===== src/rtl/spm_pkg.sv =====
`default_nettype none
// ----------------------------------------------------------------------------
// Sparse polynomial multiplier package
// Shared widths, beat types, stored term type, merge table entry type and sequencer states.
// ----------------------------------------------------------------------------
package spm_pkg;

	localparam int MAX_TERMS_DEF = 8;
	localparam int COEF_W        = 16;
	localparam int EXP_W         = 8;
	localparam int PEXP_W        = 9;
	localparam int PROD_W        = 32;
	localparam int SUM_W         = 38;

	typedef struct packed {
		logic                     cmd;
		logic signed [COEF_W-1:0] coefficient;
		logic [EXP_W-1:0]         exponent;
		logic                     last_term;
	} term_beat_t;

	typedef struct packed {
		logic signed [SUM_W-1:0] product_coefficient;
		logic [PEXP_W-1:0]       product_exponent;
		logic                    is_term;
		logic                    last_result;
	} result_beat_t;

	typedef struct packed {
		logic signed [COEF_W-1:0] coefficient;
		logic [EXP_W-1:0]         exponent;
	} term_t;

	typedef struct packed {
		logic [PEXP_W-1:0]       exp;
		logic signed [SUM_W-1:0] sum;
	} merge_entry_t;

	typedef enum logic [2:0] {
		ST_LOAD,
		ST_FETCH,
		ST_MULT,
		ST_LOOKUP,
		ST_UPDATE,
		ST_EMIT_RD,
		ST_EMIT_CHK,
		ST_EMPTY
	} state_t;

endpackage
`default_nettype wire


===== src/rtl/spm_term_store.sv =====
`default_nettype none
// ----------------------------------------------------------------------------
// Term store
// Holds the terms of both polynomials, with one write port shared by both
// and one registered read port for each polynomial.
// ----------------------------------------------------------------------------
module spm_term_store #(
	parameter int MAX_TERMS = spm_pkg::MAX_TERMS_DEF
) (
	input  wire logic                                     clk,
	input  wire logic                                     wr_en,
	input  wire logic                                     wr_second,
	input  wire logic [((MAX_TERMS > 1) ? $clog2(MAX_TERMS) : 1)-1:0] wr_idx,
	input  wire spm_pkg::term_t                           wr_term,
	input  wire logic                                     rd_en,
	input  wire logic [((MAX_TERMS > 1) ? $clog2(MAX_TERMS) : 1)-1:0] rd_first_idx,
	input  wire logic [((MAX_TERMS > 1) ? $clog2(MAX_TERMS) : 1)-1:0] rd_second_idx,
	output spm_pkg::term_t                                first_term,
	output spm_pkg::term_t                                second_term
);

	spm_pkg::term_t first_mem  [MAX_TERMS];
	spm_pkg::term_t second_mem [MAX_TERMS];
	spm_pkg::term_t first_q;
	spm_pkg::term_t second_q;

	always_ff @(posedge clk) begin
		if (wr_en && !wr_second) begin
			first_mem[wr_idx] <= wr_term;
		end
		if (wr_en && wr_second) begin
			second_mem[wr_idx] <= wr_term;
		end
		if (rd_en) begin
			first_q  <= first_mem[rd_first_idx];
			second_q <= second_mem[rd_second_idx];
		end
	end

	assign first_term  = first_q;
	assign second_term = second_q;

endmodule
`default_nettype wire


===== config.mk =====
export PLATFORM = sky130hd
export DESIGN_NAME = spm_term_store
export DESIGN_NICKNAME = d
export VERILOG_FILES = /design/src/rtl/spm_pkg.sv /design/src/rtl/spm_term_store.sv
export SDC_FILE = /design/constraint.sdc
export NUM_CORES = 1
export LEC_CHECK = 0
export BUFFER_PORTS_ARGS = -buffer_cell sky130_fd_sc_hd__buf_2
export CORE_ASPECT_RATIO = 1.2
export CORE_UTILIZATION = 25
export CTS_CLUSTER_DIAMETER = 60
export DETAILED_ROUTE_END_ITERATION = 8
export GPL_TIMING_DRIVEN = 0
export PLACE_DENSITY_LB_ADDON = 0.08
export SLEW_MARGIN = 5
export SYNTH_ARGS = -nofsm -noshare
export SYNTH_HDL_FRONTEND = slang
export SYNTH_SLANG_ARGS = --single-unit

===== constraint.sdc =====
create_clock -name clk -period 3.4 [get_ports clk]
set_input_delay 0.17 -clock clk [delete_from_list [all_inputs] [get_ports clk]]
set_output_delay 0.17 -clock clk [all_outputs]
set_load 0.1 [all_outputs]

# [Word level (Yosys, flattened, before mapping)]
# Memory sizes are Yosys's and may differ from the RTL's. A register that Yosys moved wholly into a read port is not among the register bits.
# Index checks and enable logic that the tools add are counted.
[totals] reg_bits=0 mem_bits_rw=384 inputBits=37 wordCells=9 mem_count=2
[mem_list] memory="first_mem" depth=8 width=24 rd=1 rd_ports_with_merged_regs=1 wr=1 line_no="spm_term_store.sv:22" source="spm_pkg::term_t first_mem [MAX_TERMS];"
[mem_list] memory="second_mem" depth=8 width=24 rd=1 rd_ports_with_merged_regs=1 wr=1 line_no="spm_term_store.sv:23" source="spm_pkg::term_t second_mem [MAX_TERMS];"
[op_classes] muxes=4 n_reduce_logical=3
[op_table] operator="1-bit 2-to-1 mux" count=4
[op_table] operator="1-bit logical AND" count=2
[op_table] operator="1-bit logical NOT" count=1

# [Depth between registers and ports, before layout]
[depth] ltp_word=4 mapped_depth=4 mapped_depth_nobuf=2

# [Least setup slack after synthesis]
# No wires, ideal clock.
[synth_timing] kind="input to register" from="in wr_idx[0] in the netlist's numbering" to="mem first_mem[0][0] in the netlist's numbering (enable)" arrival_time_ps=2353 t_required_ps=2965 setup_slack_ps=612 path_stages=2 path_cell_list="or3b_2 > nor3_1"
[synth_rtl] element="from (decl)" line_no="spm_term_store.sv:13" source="input wire logic [((MAX_TERMS > 1) ? $clog2(MAX_TERMS) : 1)-1:0] wr_idx,"
[synth_rtl] element="to (decl)" line_no="spm_term_store.sv:22"
# No word-level cell before the write port.

# [Final worst setup path]
[layout_timing] from="in wr_idx[0] in the netlist's numbering" to="mem first_mem[0][16] in the netlist's numbering (enable)"
# No word-level cell before the write port.

==> metrics.log <==
INFO  metric synthCells = 625
INFO  metric register_area = ~13000 um^2
INFO  metric filler_cell_count = between 6000 and 7000
INFO  metric grt_overflow_total = 0
INFO  metric worst-r2r-cell-count = 2
INFO  metric number_of_antenna_violations_at_the_first_check_in_global_routing = 1
INFO  metric global_route_wire_length_before_repair = about 54 mm
INFO  metric dr_total_vias = between 7000 and 8000
INFO  metric grt_start_max_net_pins = a little under 50
INFO  metric peakVddDrop = around 0.33 mV
INFO  metric finalHoldViolations = 0
INFO  metric post_synth_top_area_cell = sky130_fd_sc_hd__edfxtp_1
INFO  metric multi_input_comb_area = 3013 um^2
INFO  metric synth_seq_area_share = a little over 80%
INFO  metric drt.antenna.violating_nets = 0
INFO  metric syn-num-nets = 662
INFO  metric dp_hpwl = ~25 mm
INFO  metric clk_pin_slew_worst_paths = 0.06 ns
INFO  metric rows = just over 100
INFO  metric ys_ff_latch = ~430
INFO  metric worstSetupEndpoint = first_mem[0][16]
INFO  metric power.leakage = roughly 6.4 nW
INFO  metric failed_checks = design-rule violations
INFO  metric post-route-util = a little under a third
INFO  metric chipHeight = roughly 280 um
INFO  metric r2r_slack = approximately 2.0 ns
INFO  metric cts.sink_count = 432
INFO  metric maxCapViolations = 0
INFO  metric postCtsHoldBufs = 24
INFO  metric io-pin-count = 85
INFO  metric clock_latency = between 0.5 and 0.6 ns
INFO  metric htree_levels = 2
INFO  metric cts_setup_buffers = 0
INFO  metric die_w = ~230 um
INFO  metric r2r_start = second_mem[6][23]
INFO  metric finClkSkew = between 0.008 and 0.009 ns
INFO  metric slew_violations = 0
INFO  metric timing.critical_path.required = around 3.7 ns
INFO  metric placed_cells_incl_taps = roughly 1600
INFO  metric wire_length_reported_by_the_detailed_router = 38.16 mm
INFO  metric outcome = finished, violations left
INFO  metric post_synth.cell_area_avg = about 26 um^2
INFO  metric dr_pass1_iterations = 6
INFO  metric globalplace.congestion = ~0.65
INFO  metric first_global_vias = around 7800
INFO  metric cts_made_buffers = between 40 and 50
INFO  metric timing_worst_slew_pin_value = ~1.1 ns
INFO  metric final.period_utilization = 50.44%
INFO  metric synth.lib_cells_used.distinct = 16
INFO  metric final_setup_vio_count = 0
INFO  metric cts-root-buf = sky130_fd_sc_hd__clkbuf_16
INFO  metric n_antenna_cell = 0
INFO  metric timing.rr.end = second_term[23]
INFO  metric core-area = roughly 63000 um^2
INFO  metric post_synth_instance_area = 16070 um^2
INFO  metric synth.top_cells.by_area = sky130_fd_sc_hd__edfxtp_1 (81%), sky130_fd_sc_hd__mux4_2 (13%), sky130_fd_sc_hd__mux2_4 (2.2%), sky130_fd_sc_hd__mux2_2 (1.7%), sky130_fd_sc_hd__buf_12 (0.50%)
INFO  metric gr_util_all_layers = approximately an eighth
INFO  metric ctsResizeCount = 0
INFO  metric drc = 12
INFO  metric maxSlewHeadroom = between 20 and 30%
INFO  metric worstSetupPathType = primary input to flop
INFO  metric netlist.area_leader.share = 80.74%
INFO  metric crit_arrival = 1.98 ns
INFO  metric count_of_buffers_from_port_buffering = 78
INFO  metric fmax = between 0.5 and 0.6 GHz
INFO  metric fin_crit = around 1.7 ns
INFO  metric power.total = between 10 and 15 mW
INFO  metric placement.setup.worst_slack = approximately 1.0 ns
INFO  metric worstHoldPathType = primary input to flop
INFO  metric rsz0062_at_grt = no
INFO  metric setup.worst_path.end_class = flop
INFO  metric initial_utilization = between 20% and 30%
INFO  metric layout-drive-gt1-share = between 40% and 50%
INFO  metric nNetsFinal = between 800 and 900
INFO  metric finalHoldWorstSlack = 0.08961 ns
INFO  metric critical_path.max_fanout = 9
INFO  metric wl_per_cell = 22.96 um
INFO  metric setup_ws = between 1.5 and 2 ns
INFO  metric viasPerCell = between 4 and 5
INFO  metric floorplan.die_area = between 60000 and 70000 um^2
INFO  metric detail_route.iter0.violations = 510
INFO  metric critical_path.startpoint = wr_idx[0]
INFO  metric area_growth_synth_to_finish = 23.67%
INFO  metric synth-warning-count = 0
INFO  metric max-clock-path-buffers = 3
INFO  metric setup.worst_path.start_class = primary input
INFO  metric tritoncts = built
INFO  metric cellPowerDensity = 617.4 nW/um^2
INFO  metric final_cells = ~1700
## cell usage in the layout (no fill, tap or decap)
cell,synthesis,routed
sky130_fd_sc_hd__nand3b_1,2,2
sky130_fd_sc_hd__buf_6,2,8
sky130_fd_sc_hd__inv_8,0,1
sky130_fd_sc_hd__clkinvlp_4,0,2
sky130_fd_sc_hd__dlygate4sd3_1,0,24
sky130_fd_sc_hd__buf_16,0,8
sky130_fd_sc_hd__bufinv_16,0,8
sky130_fd_sc_hd__clkinv_1,0,8
sky130_fd_sc_hd__edfxtp_1,432,432
sky130_fd_sc_hd__mux2_2,24,24
sky130_fd_sc_hd__buf_4,0,7
sky130_fd_sc_hd__nor2_4,0,12
sky130_fd_sc_hd__clkbuf_1,6,13
sky130_fd_sc_hd__buf_2,12,89
sky130_fd_sc_hd__or3b_2,1,1
sky130_fd_sc_hd__buf_1,2,2
sky130_fd_sc_hd__mux4_2,96,96
sky130_fd_sc_hd__clkbuf_16,0,49
sky130_fd_sc_hd__buf_12,4,8
sky130_fd_sc_hd__clkinv_2,0,10
sky130_fd_sc_hd__mux2_4,24,24
sky130_fd_sc_hd__clkinv_4,0,2
sky130_fd_sc_hd__nand2b_1,2,2
sky130_fd_sc_hd__nor3_2,0,4
sky130_fd_sc_hd__nand3_1,1,1
sky130_fd_sc_hd__nand2_1,1,1
## power by group
part,leakage (nW),internal [mW],switching (mW)
clock,0.791,3.24,2.07
combinational,1.65,0.284,0.630
sequential,3.94,6.02,0.0328
total,6.38,9.54,2.73
## through the flow
stage               TNS (ns)  instance area [um^2]
CTS                        0                 19870
detailed placement         0                 18010
global placement     -163.51                 17490
floorplan                  0                 16070
global route               0                 19870
finish                     0                 19870
## cells by family (layout without fill, tap and decap cells)
kind of cell / after synthesis / after routing / share of synthesized area (%)
buffers and inverters: 26 / 239 / 1.199
flip-flops: 432 / 432 / 80.74
multiplexers: 144 / 144 / 17.38
AND/OR/NAND/NOR: 23 / 23 / 0.6852
## Yosys cell counts (all sizes together)
cell type / instances
mux2: 48
mux4: 96
clkbuf: 6
or3b: 1
nand3b: 2
nand3: 1
edfxtp: 432
nor3: 4
nand2b: 2
nand2: 1
nor2: 12
buf: 20
## layout make-up
type	instances	area share [%]
Tap cell	824	5.188
Clock inverter	31	1.832
Multi-Input combinational cell	167	15.16
Sequential cell	432	65.28
Clock buffer	56	6.303
Timing Repair Buffer	126	5.264
Buffer	26	0.9697
## state kept, by name (all words and copies together) (netlist names)
register,flops
first_mem,192
first_term,24
second_mem,192
second_term,24
## worst min path at each step
stage / cells past startpoint / startpoint / slack [ns] / end
after floorplan: 0 / wr_term[0] / 0.27 / first_mem[0][0]
after global placement: 1 / wr_term[7] / 0.56 / second_mem[2][7]
after detailed placement: 1 / wr_term[7] / 0.57 / second_mem[7][7]
after CTS: 2 / wr_idx[1] / 0.05 / second_mem[0][2]
after global routing: 2 / wr_idx[1] / 0.08 / second_mem[1][4]
final: 2 / wr_idx[1] / 0.09 / second_mem[1][2]
## routing by layer
metal  vias to the layer above  track usage (%)  wire length [um]
met1                      3779            14.97             15760
met5                         -                0                 8
met4                         2            4.196              1094
met3                        62            2.575              1916
li1                       3043                -                 -
met2                       175            20.41             19380
## critical path, cell delays in order
cell and delay, ns:
sky130_fd_sc_hd__buf_2 0.12, sky130_fd_sc_hd__or3b_2 0.59, sky130_fd_sc_hd__nor3_2 0.60, sky130_fd_sc_hd__buf_6 0.25, sky130_fd_sc_hd__buf_4 0.23
(Power assumes the default switching activity.)
